<file path="src/rtl/core/ccx_pkg.sv">
// ----------------------------------------------------------------------------
// ccx_pkg
// shared types, constants and the quarter-round step for the stream xor block
// ----------------------------------------------------------------------------
package ccx_pkg;

   localparam int unsigned DoubleRounds = 10;
   localparam int unsigned QrSteps      = DoubleRounds * 8;
   localparam int unsigned StepW        = $clog2(QrSteps + 1);
   localparam int unsigned CsrIdxW      = 3;
   localparam int unsigned CsrDataW     = 64;
   localparam int unsigned QueueDepth   = 2;

   localparam logic [31:0] Sigma0 = 32'h61707865;
   localparam logic [31:0] Sigma1 = 32'h3320646e;
   localparam logic [31:0] Sigma2 = 32'h79622d32;
   localparam logic [31:0] Sigma3 = 32'h6b206574;

   typedef enum logic [2:0] {
      CSR_KEY01   = 3'd0,
      CSR_KEY23   = 3'd1,
      CSR_KEY45   = 3'd2,
      CSR_KEY67   = 3'd3,
      CSR_NONCE01 = 3'd4,
      CSR_NONCE2  = 3'd5,
      CSR_CTR     = 3'd6
   } csr_idx_type;

   typedef enum logic [1:0] {
      BK_IDLE  = 2'd0,
      BK_ROUND = 2'd1,
      BK_FEED  = 2'd2,
      BK_OUT   = 2'd3
   } bk_state_type;

   // front to back: classified byte
   typedef struct packed {
      logic [7:0] data;
      logic       last;
      logic       new_block;
      logic       load_ctr;
      logic [5:0] pos;
   } job_type;

   typedef logic [31:0] word16_type [16];

   function automatic logic [31:0] rotl(input logic [31:0] x, input int unsigned r);
      rotl = (x << r) | (x >> (32 - r));
   endfunction

   // quarter-round on four words, returned packed a,b,c,d (a in msbs)
   function automatic logic [127:0] qround(input logic [31:0] a, input logic [31:0] b,
                                           input logic [31:0] c, input logic [31:0] d);
      logic [31:0] ta, tb, tc, td;
      ta = a + b; td = rotl(d ^ ta, 16);
      tc = c + td; tb = rotl(b ^ tc, 12);
      ta = ta + tb; td = rotl(td ^ ta, 8);
      tc = tc + td; tb = rotl(tb ^ tc, 7);
      qround = {ta, tb, tc, td};
   endfunction

endpackage

</file>
<file path="src/rtl/core/ccx_stream_if.sv">
// ----------------------------------------------------------------------------
// ccx_stream_if
// valid/ready channel carrying one byte and a last flag
// ----------------------------------------------------------------------------
interface ccx_stream_if;
   logic       valid;
   logic       ready;
   logic [7:0] data;
   logic       last;
   modport source (output valid, output data, output last, input ready);
   modport sink   (input valid, input data, input last, output ready);
endinterface

</file>
<file path="src/rtl/core/ccx_front.sv">
// ----------------------------------------------------------------------------
// ccx_front
// accepts bytes, tracks position and message start, queues classified jobs
// ----------------------------------------------------------------------------
module ccx_front
   import ccx_pkg::*;
(
   input  logic    clock,
   input  logic    reset,
   input  logic    in_valid,
   output logic    in_ready,
   input  logic [7:0] in_data,
   input  logic    in_last,
   output logic    job_valid,
   input  logic    job_take,
   output job_type job
);
   localparam int unsigned PtrW = $clog2(QueueDepth);

   job_type              q_ff [QueueDepth];
   logic [PtrW-1:0]      wr_ff, wr_in, rd_ff, rd_in;
   logic [PtrW:0]        cnt_ff, cnt_in;
   logic [5:0]           pos_ff, pos_in;
   logic                 fresh_ff, fresh_in;
   logic                 push;
   job_type              nj;

   assign in_ready  = (cnt_ff != (PtrW+1)'(QueueDepth));
   assign push      = in_valid && in_ready;
   assign job_valid = (cnt_ff != '0);
   assign job       = q_ff[rd_ff];

   always_comb begin
      nj.data      = in_data;
      nj.last      = in_last;
      nj.new_block = (pos_ff == 6'd0);
      nj.load_ctr  = fresh_ff;
      nj.pos       = pos_ff;
      pos_in   = pos_ff;
      fresh_in = fresh_ff;
      wr_in    = wr_ff;
      rd_in    = rd_ff;
      cnt_in   = cnt_ff;
      if (push) begin
         pos_in = pos_ff + 6'd1;
         if (pos_ff == 6'd0) fresh_in = 1'b0;
         if (in_last) begin
            pos_in   = 6'd0;
            fresh_in = 1'b1;
         end
         wr_in = (wr_ff == PtrW'(QueueDepth - 1)) ? '0 : wr_ff + 1'b1;
      end
      if (job_take && job_valid)
         rd_in = (rd_ff == PtrW'(QueueDepth - 1)) ? '0 : rd_ff + 1'b1;
      cnt_in = cnt_ff + (PtrW+1)'(push) - (PtrW+1)'(job_take && job_valid);
   end

   always_ff @(posedge clock) begin
      if (reset) begin
         pos_ff   <= '0;
         fresh_ff <= 1'b1;
         wr_ff    <= '0;
         rd_ff    <= '0;
         cnt_ff   <= '0;
      end else begin
         pos_ff   <= pos_in;
         fresh_ff <= fresh_in;
         wr_ff    <= wr_in;
         rd_ff    <= rd_in;
         cnt_ff   <= cnt_in;
      end
      if (push) q_ff[wr_ff] <= nj;
   end
endmodule

</file>
<file path="src/rtl/core/ccx_back.sv">
// ----------------------------------------------------------------------------
// ccx_back
// keystream block generator (one quarter-round per cycle) and output stage
// ----------------------------------------------------------------------------
module ccx_back
   import ccx_pkg::*;
(
   input  logic          clock,
   input  logic          reset,
   input  logic [255:0]  key,
   input  logic [95:0]   nonce,
   input  logic [31:0]   ctr_start,
   input  logic          job_valid,
   output logic          job_take,
   input  job_type       job,
   output logic          out_valid,
   input  logic          out_ready,
   output logic [7:0]    out_data,
   output logic          out_last
);
   bk_state_type  st_ff, st_in;
   word16_type    w_ff, w_in, init_ff, init_in;
   logic [StepW-1:0] step_ff, step_in;
   logic [31:0]   ctr_ff, ctr_in;
   logic          ov_ff, ov_in;
   logic [7:0]    od_ff, od_in;
   logic          ol_ff, ol_in;
   logic [2:0]    qsel;
   logic [3:0]    ia, ib, ic, id;
   logic [127:0]  qr;
   logic [31:0]   kw;
   logic [7:0]    ks;
   logic          out_free;

   assign out_valid = ov_ff;
   assign out_data  = od_ff;
   assign out_last  = ol_ff;
   assign out_free  = !ov_ff || out_ready;

   // quarter-round index pattern: columns then diagonals
   assign qsel = step_ff[2:0];
   always_comb begin
      ia = {2'b00, qsel[1:0]};
      ib = 4'd4 + {2'b00, qsel[1:0]};
      ic = 4'd8 + {2'b00, qsel[1:0]};
      id = 4'd12 + {2'b00, qsel[1:0]};
      if (qsel[2]) begin
         ib = 4'd4  + {2'b00, qsel[1:0] + 2'd1};
         ic = 4'd8  + {2'b00, qsel[1:0] + 2'd2};
         id = 4'd12 + {2'b00, qsel[1:0] + 2'd3};
      end
   end
   assign qr = qround(w_ff[ia], w_ff[ib], w_ff[ic], w_ff[id]);

   assign kw = w_ff[job.pos[5:2]];
   assign ks = kw[{job.pos[1:0], 3'b000} +: 8];

   always_comb begin
      st_in   = st_ff;
      w_in    = w_ff;
      init_in = init_ff;
      step_in = step_ff;
      ctr_in  = ctr_ff;
      ov_in   = ov_ff && !out_ready;
      od_in   = od_ff;
      ol_in   = ol_ff;
      job_take = 1'b0;
      case (st_ff)
         BK_IDLE: begin
            if (job_valid) begin
               if (job.new_block) begin
                  init_in[0] = Sigma0; init_in[1] = Sigma1;
                  init_in[2] = Sigma2; init_in[3] = Sigma3;
                  for (int i = 0; i < 8; i++) init_in[4+i] = key[32*i +: 32];
                  init_in[12] = job.load_ctr ? ctr_start : ctr_ff;
                  init_in[13] = nonce[31:0];
                  init_in[14] = nonce[63:32];
                  init_in[15] = nonce[95:64];
                  ctr_in  = init_in[12];
                  w_in    = init_in;
                  step_in = '0;
                  st_in   = BK_ROUND;
               end else begin
                  st_in = BK_OUT;
               end
            end
         end
         BK_ROUND: begin
            w_in[ia] = qr[127:96];
            w_in[ib] = qr[95:64];
            w_in[ic] = qr[63:32];
            w_in[id] = qr[31:0];
            step_in  = step_ff + 1'b1;
            if (step_ff == StepW'(QrSteps - 1)) st_in = BK_FEED;
         end
         BK_FEED: begin
            for (int i = 0; i < 16; i++) w_in[i] = w_ff[i] + init_ff[i];
            st_in = BK_OUT;
         end
         BK_OUT: begin
            if (out_free) begin
               job_take = 1'b1;
               ov_in    = 1'b1;
               od_in    = job.data ^ ks;
               ol_in    = job.last;
               if (job.pos == 6'd63) ctr_in = ctr_ff + 32'd1;
               // next byte goes back through idle, which reuses this block unless it starts a new one
               st_in = BK_IDLE;
            end
         end
         default: st_in = BK_IDLE;
      endcase
   end

   always_ff @(posedge clock) begin
      if (reset) begin
         st_ff  <= BK_IDLE;
         ov_ff  <= 1'b0;
         ctr_ff <= '0;
      end else begin
         st_ff  <= st_in;
         ov_ff  <= ov_in;
         ctr_ff <= ctr_in;
      end
      w_ff    <= w_in;
      init_ff <= init_in;
      step_ff <= step_in;
      od_ff   <= od_in;
      ol_ff   <= ol_in;
   end
endmodule

</file>
<file path="src/rtl/core/chacha20_stream_xor_top.sv">
// ----------------------------------------------------------------------------
// chacha20_stream_xor_top
// byte-serial chacha20 (96-bit nonce) encrypt/decrypt
// ----------------------------------------------------------------------------
// Each request carries one message byte; the response is that byte xored with
// the next keystream byte. Bytes inside a 64-byte block pass through a dispatch
// state, then the output register. The first byte of a block waits for the
// block generator: dispatch, 80 quarter-round steps (one quarter-round unit,
// one step per cycle), a feed-forward step and the output register. A
// two-entry queue sits between the request side and the generator. Write csr
// registers only while idle; counter_start is loaded at each message start.
module chacha20_stream_xor_top
   import ccx_pkg::*;
(
   input  logic                clock,
   input  logic                reset,
   ccx_stream_if.sink          req,
   ccx_stream_if.source        rsp,
   input  logic                csr_we,
   input  logic [CsrIdxW-1:0]  csr_idx,
   input  logic [CsrDataW-1:0] csr_wdata
);
   // configuration registers
   logic [63:0] key01_ff, key23_ff, key45_ff, key67_ff, non01_ff;
   logic [31:0] non2_ff, ctr_ff;

   logic    job_valid, job_take;
   job_type job;

   always_ff @(posedge clock) begin
      if (reset) begin
         key01_ff <= '0; key23_ff <= '0; key45_ff <= '0; key67_ff <= '0;
         non01_ff <= '0; non2_ff <= '0; ctr_ff <= '0;
      end else if (csr_we) begin
         case (csr_idx_type'(csr_idx))
            CSR_KEY01:   key01_ff <= csr_wdata;
            CSR_KEY23:   key23_ff <= csr_wdata;
            CSR_KEY45:   key45_ff <= csr_wdata;
            CSR_KEY67:   key67_ff <= csr_wdata;
            CSR_NONCE01: non01_ff <= csr_wdata;
            CSR_NONCE2:  non2_ff  <= csr_wdata[31:0];
            CSR_CTR:     ctr_ff   <= csr_wdata[31:0];
            default: ;   // out-of-range index ignored
         endcase
      end
   end

   // front: position tracking and job queue
   ccx_front u_front (
      .clock     (clock),
      .reset     (reset),
      .in_valid  (req.valid),
      .in_ready  (req.ready),
      .in_data   (req.data),
      .in_last   (req.last),
      .job_valid (job_valid),
      .job_take  (job_take),
      .job       (job)
   );

   // back: keystream generation and response register
   ccx_back u_back (
      .clock     (clock),
      .reset     (reset),
      .key       ({key67_ff, key45_ff, key23_ff, key01_ff}),
      .nonce     ({non2_ff, non01_ff}),
      .ctr_start (ctr_ff),
      .job_valid (job_valid),
      .job_take  (job_take),
      .job       (job),
      .out_valid (rsp.valid),
      .out_ready (rsp.ready),
      .out_data  (rsp.data),
      .out_last  (rsp.last)
   );
endmodule
</file>
<file path="src/flat_wrapper.sv">
// flat-port wrapper written by rule: the top's interface ports become plain ports
module chacha20_stream_xor_top_flat import ccx_pkg::*;
  (clock, reset, csr_we, csr_idx, csr_wdata, req_valid, req_data, req_last, req_ready, rsp_valid, rsp_data, rsp_last, rsp_ready);
  ccx_stream_if req_i ();
  ccx_stream_if rsp_i ();
  input  logic clock;
  input  logic reset;
  input  logic csr_we;
  input  logic [CsrIdxW-1:0] csr_idx;
  input  logic [CsrDataW-1:0] csr_wdata;
  input wire logic [$bits(req_i.valid)-1:0] req_valid;
  input wire logic [$bits(req_i.data)-1:0] req_data;
  input wire logic [$bits(req_i.last)-1:0] req_last;
  output wire logic [$bits(req_i.ready)-1:0] req_ready;
  output wire logic [$bits(rsp_i.valid)-1:0] rsp_valid;
  output wire logic [$bits(rsp_i.data)-1:0] rsp_data;
  output wire logic [$bits(rsp_i.last)-1:0] rsp_last;
  input wire logic [$bits(rsp_i.ready)-1:0] rsp_ready;
  assign req_i.valid = req_valid;
  assign req_i.data = req_data;
  assign req_i.last = req_last;
  assign req_ready = req_i.ready;
  assign rsp_valid = rsp_i.valid;
  assign rsp_data = rsp_i.data;
  assign rsp_last = rsp_i.last;
  assign rsp_i.ready = rsp_ready;
  chacha20_stream_xor_top u_core (.clock(clock), .reset(reset), .req(req_i), .rsp(rsp_i), .csr_we(csr_we), .csr_idx(csr_idx), .csr_wdata(csr_wdata));
endmodule
</file>
<file path="config.mk">
export PLATFORM = sky130hd
export DESIGN_NAME = chacha20_stream_xor_top_flat
export DESIGN_NICKNAME = d
export VERILOG_FILES = /design/src/rtl/core/ccx_pkg.sv /design/src/rtl/core/ccx_stream_if.sv /design/src/rtl/core/ccx_front.sv /design/src/rtl/core/ccx_back.sv /design/src/rtl/core/chacha20_stream_xor_top.sv /design/src/flat_wrapper.sv
export SDC_FILE = /design/constraint.sdc
export NUM_CORES = 2
export LEC_CHECK = 0
export BUFFER_PORTS_ARGS = -buffer_cell sky130_fd_sc_hd__buf_2
export CAP_MARGIN = 20
export CORE_MARGIN = 4
export CORE_UTILIZATION = 45
export CTS_BUF_LIST = sky130_fd_sc_hd__clkbuf_2 sky130_fd_sc_hd__clkbuf_4 sky130_fd_sc_hd__clkbuf_8
export CTS_CLUSTER_SIZE = 24
export DETAILED_ROUTE_END_ITERATION = 10
export SYNTH_ARGS = -nofsm -noshare
export SYNTH_HDL_FRONTEND = slang
export SYNTH_SLANG_ARGS = --single-unit
</file>
<file path="constraint.sdc">
create_clock -name clock -period 30.4 [get_ports clock]
set_input_delay 3.04 -clock clock [delete_from_list [all_inputs] [get_ports clock]]
set_output_delay 3.04 -clock clock [all_outputs]
set_load 0.005 [all_outputs]
</file>
=== After elaboration in Yosys (flattened, before gate mapping) ===
Memories as Yosys holds them, arrays and structs flattened. A register that Yosys moved wholly into a read port is not among the register bits.
Index checks and enable logic that the tools add are counted.

* Memories: 1
* Bits of input ports: 81
* Memory bits (writable): 34
* Bits in registers: 1,342

* Eq/ne operators: 17
* Mux-type cells: 60
* Bitwise logic cells: 14
* Reduce and logical (&&, ||, !) cells: 32
* Shift operators: 1
* Add/subtract/negate cells: 36
* $lt $le $gt $ge: 9

{| class="wikitable"
|+ Memory list
! name !! words !! width !! rd ports !! clocked after memory_dff !! write ports !! line !! text
|-
| u_core.u_front.q_ff || 2 || 17 || 1 || 1 || 1 || ccx_front.sv:20 || <nowiki>job_type q_ff [QueueDepth];</nowiki>
|}

{| class="wikitable"
|+ Operator list
! operator !! number
|-
| bitwise mux 512 bit || 4
|-
| one-hot mux 512 bit (3 select lines) || 1
|-
| 2-to-1 mux 512 bit || 2
|-
| binary-select mux 32 bit (select 4 bit) || 5
|-
| 2-to-1 mux 32 bit || 19
|-
| adder 32 bit || 16
|-
| demux 32 bit (select 4 bit) || 4
|-
| XOR 32 bit || 4
|-
| adder 32 x 31 -> 32 bit (second input constant) || 3
|-
| one-hot mux 32 bit (2 select lines) || 1
|-
| adder 32 x 1 -> 32 bit (second input constant) || 1
|-
| adder 32 x 30 -> 32 bit (second input constant) || 1
|-
| OR 32 x 12 -> 32 bit || 1
|-
| OR 32 x 16 -> 32 bit || 1
|-
| OR 32 x 7 -> 32 bit || 1
|-
| OR 32 x 8 -> 32 bit || 1
|-
| variable part select 32 x 6 -> 8 bit || 1
|-
| greater-or-equal comparator 5 bit (second input constant) || 5
|-
| less-than comparator 5 x 1 -> 1 bit (second input constant) || 4
|-
| inverter 4 -> 5 bit || 4
|-
| AND reduction 2 bit || 9
|-
| 2-to-1 mux 7 bit || 2
|-
| one-hot mux 7 bit (2 select lines) || 1
|-
| 2-to-1 mux 1 bit || 12
|-
| other kinds (35) || 66
|}

=== Depth between registers and ports, before layout ===
* Depth after elaboration: 23
* Mapped depth: 63

=== By module ===
Synthesis repeated with hierarchy kept, for this count alone.

* Cells, all modules: 9,289
* Area total of the unflattened synthesis: 93,963.9 µm²

{| class="wikitable"
|+ By module, submodules not included
! module !! seq. area each (µm²) !! cells an instance !! area each (µm²) !! instances
|-
| ccx_back || 28,086.9 || 7,845 || 77,254.1 || 1
|-
| chacha20_stream_xor_top || 7,687.4 || 1,322 || 14,889.3 || 1
|-
| ccx_front || 1,261.2 || 122 || 1,820.5 || 1
|}

=== Least setup slack after synthesis ===
No wires, ideal clock.

* Path kind: register to register
* From: reg with a tool-made name
* To: reg u_core.u_back.w_ff[384] in the netlist's numbering, enable pin
* Setup slack: 2.458 ns
* Period minus slack after synthesis: 27.942 ns
* Stages on the path, launching flop included: 5
* Data arrival time: 27.576 ns
* Library setup time: 0.366 ns
* Cell sequence: dfxtp_1 -> buf_1 -> mux2i_1 -> o22ai_1 -> and2_1

{| class="wikitable"
|+ RTL lines
! element !! line !! text
|-
| to (signal assigned) || ccx_back.sv:125 || <nowiki>w_ff <= w_in;</nowiki>
|-
| to (decl) || ccx_back.sv:22 || <nowiki>word16_type w_ff, w_in, init_ff, init_in;</nowiki>
|}

==> impl_metrics.toml <==
[worst_hold_path]
sink_of_the_worst_hold_path = "u_core.u_back.init_ff[249]"
worstHoldPathType = "flip-flop to flip-flop"
timing.hold.worst_path_depth = 0
min_from = "u_core.key45_ff[25]"

[layout]
layout.cell_area.non_filler_um2 = 100000
area.growth.synth_to_final_pct = 10.3
final_common_cell = "sky130_fd_sc_hd__nand2_1"
fin_nets = 10263
most_frequent_cells_in_the_layout = "sky130_fd_sc_hd__nand2_1, sky130_fd_sc_hd__a21oi_1, sky130_fd_sc_hd__edfxtp_1"
post_route_cells_drive_above_1_share_pct = 12.0
final_util_pct = 50.1

[clock_network]
clock_path_buffers = 4
ctsRootBufferMaster = "sky130_fd_sc_hd__clkbuf_8"
insertion_delay_ns = 1.09
hold_buffers = 0
clkSinkCount = 1377
cts_repair_resize_count = 0
clkSlewWorstSetupHoldPaths_ns = 0.06
htree_num_levels = 5
cts_setup_buffers = 0
cts_tree = "built"
cts_inserted_buffers = 275

[timing]
setup_viol_count_final = 0
report.final.slew_viol_count = 0
max-slew-margin-rel_pct = 10.9
setup-tns-final_ns = 0
fmax_mhz = 51.2
worst-slew-pin-transition_ns = 1.34
finalCriticalPeriod_ns = 19.55
post-route-period-util_pct = 64.3
grt_setup_unrepaired = "no"
final.setup_skew_ns = 0.107
timing_hold_violations_final = 0

[global_route]
grt_start_max_net_pins = 136
global_route.usage.total_pct = 37.5
antenna_found_initial = 41
first_global_vias = 75378
grt_overflow_total = 0
grt_pass1_wl_mm = 569

[synthesis]
mappedNetlistArea_um2 = 91000
synthArstFlopShare_pct = 0
postSynthAreaPerCell_um2 = 9.47
syn_nets = 10227
yosys.cell_types.count = 100
synth_top_cell_area_share_pct = 31.2
synth_top_area_cell = "sky130_fd_sc_hd__edfxtp_1"
ys_seq_elements = 1377
syn_inst = 9615
synthTopCellsByArea = "sky130_fd_sc_hd__edfxtp_1, sky130_fd_sc_hd__dfxtp_1, sky130_fd_sc_hd__ha_1, sky130_fd_sc_hd__nand2_1, sky130_fd_sc_hd__mux4_2"
synth_warnings = 0
synth_top_flop_cell = "sky130_fd_sc_hd__edfxtp_1"
synth-edff-count = 946
yosysSeqAreaShare_pct = 40.7

[critical_path]
worst_path_dominant_cell_family = "compound AO/OA/AOI/OAI gates"
launching_point_of_the_worst_reg2reg_path = "u_core.u_back.step_ff[0]"
wp_data_arrival_ns = 20.30
reg2reg_slack_ns = 10.85
regToRegEndpoint = "u_core.u_back.w_ff[258]"
criticalPathCategory = "flip-flop to flip-flop"
critPathMaxFanout = 34
r2r_cells = 54
critical_path_buf_inv_count = 5
critical_path.endpoint_type = "flip-flop"
timing.critical_path.from_type = "flip-flop"
required_ns = 31.15
crit_top_cell = "sky130_fd_sc_hd__o21ai_0"
cpMaxStageDelayCell = "sky130_fd_sc_hd__a2111oi_1"
worst_path_max_stage_delay_ns = 1.06

[routing]
viasPerCell = 6.58
via_count = 82362
drt_drc_violations_left = 0
wire_per_inst_um = 32.6
wl_mm = 409
post_detailed_route_count_of_antenna_violating_nets = 0
drt_iter0_drc = 11081
drt_pre_antenna_iters = 8

[placement]
placed_cell_area_um2 = 94800
numPortBuffers = 91
dp_hpwl_mm = 298
gp_congestion = 1.09

[floorplanning]
die-height_um = 458
core.rowCount = 164
coreArea_um2 = 200000
die_area_um2 = 209000
start_util_pct = 45.4
io_pins = 92
chipWidth_um = 458

[outcome]
outcome = "finished, final reports clean"

[job]
number_of_max_cap_violations = 0
-- cell type report --
| class | count | area, µm² |
|---|---|---|
| fill | 18503 | 100000 |
| multi-input combinational | 7507 | 51600 |
| sequential | 1377 | 37000 |
| clock buffer | 421 | 5120 |
| tap | 2656 | 3320 |
| timing repair buffer | 290 | 2060 |
| inverter | 200 | 761 |
| clock inverter | 52 | 359 |
| antenna | 18 | 45.0 |
-- per-stage QoR --
step	hold slack (ns)	cells	setup WS [ns]
2_1_floorplan	0.425	9615	2.46
3_3_place_gp	0.434	12020	11.34
3_5_place_dp	0.431	12026	11.34
4_1_cts	0.416	12499	11.30
5_1_grt	0.442	12513	10.01
6_report	0.411	12521	10.85
-- per-layer routing --
layer	track usage, %	wire, µm	up-vias	part of all wire, %
met3	8.39	44800	910	11
li1	-	-	35755	-
met2	56.1	176000	5084	43
met4	18.9	23000	12	5.6
met1	51.2	165000	40601	40
met5	0	92	-	0.023
-- registers in the layout, summed over array words and instances, names as in the netlist, named ones only --
name	flops
u_core.u_front.q_ff	34
u_core.u_back.out_valid	1
u_core.u_back.ctr_ff	32
u_core.u_back.w_ff	512
u_core.key23_ff	64
u_core.u_front.rd_ff	1
u_core.u_front.wr_ff	1
u_core.u_back.st_ff	2
u_core.u_back.step_ff	7
u_core.u_front.pos_ff	6
u_core.u_front.cnt_ff	2
u_core.u_back.out_data	8
u_core.u_back.init_ff	384
u_core.key01_ff	64
u_core.non2_ff	32
u_core.non01_ff	64
u_core.key45_ff	64
u_core.key67_ff	64
u_core.ctr_ff	32
u_core.u_front.fresh_ff	1
u_core.u_back.out_last	1
-- synth_stat cells, types with 100 or more instances --
| cell | number |
|---|---|
| sky130_fd_sc_hd__xnor2_1 | 398 |
| sky130_fd_sc_hd__a221oi_1 | 180 |
| sky130_fd_sc_hd__dfxtp_1 | 431 |
| sky130_fd_sc_hd__nand3_1 | 143 |
| sky130_fd_sc_hd__xor2_1 | 269 |
| sky130_fd_sc_hd__ha_1 | 515 |
| sky130_fd_sc_hd__edfxtp_1 | 946 |
| sky130_fd_sc_hd__mux2i_1 | 113 |
| sky130_fd_sc_hd__clkbuf_1 | 477 |
| sky130_fd_sc_hd__mux4_2 | 242 |
| sky130_fd_sc_hd__nor2_1 | 858 |
| sky130_fd_sc_hd__nand2b_1 | 102 |
| sky130_fd_sc_hd__inv_1 | 197 |
| sky130_fd_sc_hd__nand2_1 | 1512 |
| sky130_fd_sc_hd__a21oi_1 | 961 |
| sky130_fd_sc_hd__a31oi_1 | 102 |
| sky130_fd_sc_hd__a21o_1 | 219 |
| sky130_fd_sc_hd__o21ai_0 | 589 |
| sky130_fd_sc_hd__a22oi_1 | 100 |
-- worst max-delay path by stage --
stage,from,endpoint,cells after the start
finish,u_core.u_back.step_ff[0],u_core.u_back.w_ff[258],54
global route,u_core.u_back.step_ff[0],u_core.u_back.w_ff[323],54
CTS,u_core.u_back.step_ff[0],u_core.u_back.w_ff[323],55
detailed placement,u_core.u_back.step_ff[0],u_core.u_back.w_ff[291],55
global placement,u_core.u_back.step_ff[0],u_core.u_back.w_ff[320],58
floorplan,flip-flop,u_core.u_back.w_ff[384],4
-- logic make-up (layout without fill, tap and decap cells) --
kind of cell / after synthesis / count (layout) / share of synthesized area (%)
AND/OR/NAND/NOR: 3039 / 3039 / 14.2
AO/OA/AOI/OAI: 2824 / 2824 / 19.8
flip-flops: 1377 / 1377 / 40.7
buffers and inverters: 731 / 963 / 3.05
XOR/XNOR: 672 / 672 / 6.55
adder cells (fa/ha/maj): 531 / 531 / 7.43
multiplexers: 441 / 441 / 8.30
other: 0 / 18 / 0
-- worst reg2reg max path: cells and delay by family, from the launching register on --
family          cells  cell delay, ns
mux                 1            0.46
flops               1            0.78
buf+inv             5            1.68
xor+xnor            8            4.17
compound gates     27            8.73
simple gates        7            1.37
fa+ha+maj           6            2.05
Power is left out: the tool's default activity adds up to more than one toggle a clock period on the data nets, which glitch-free logic cannot reach.
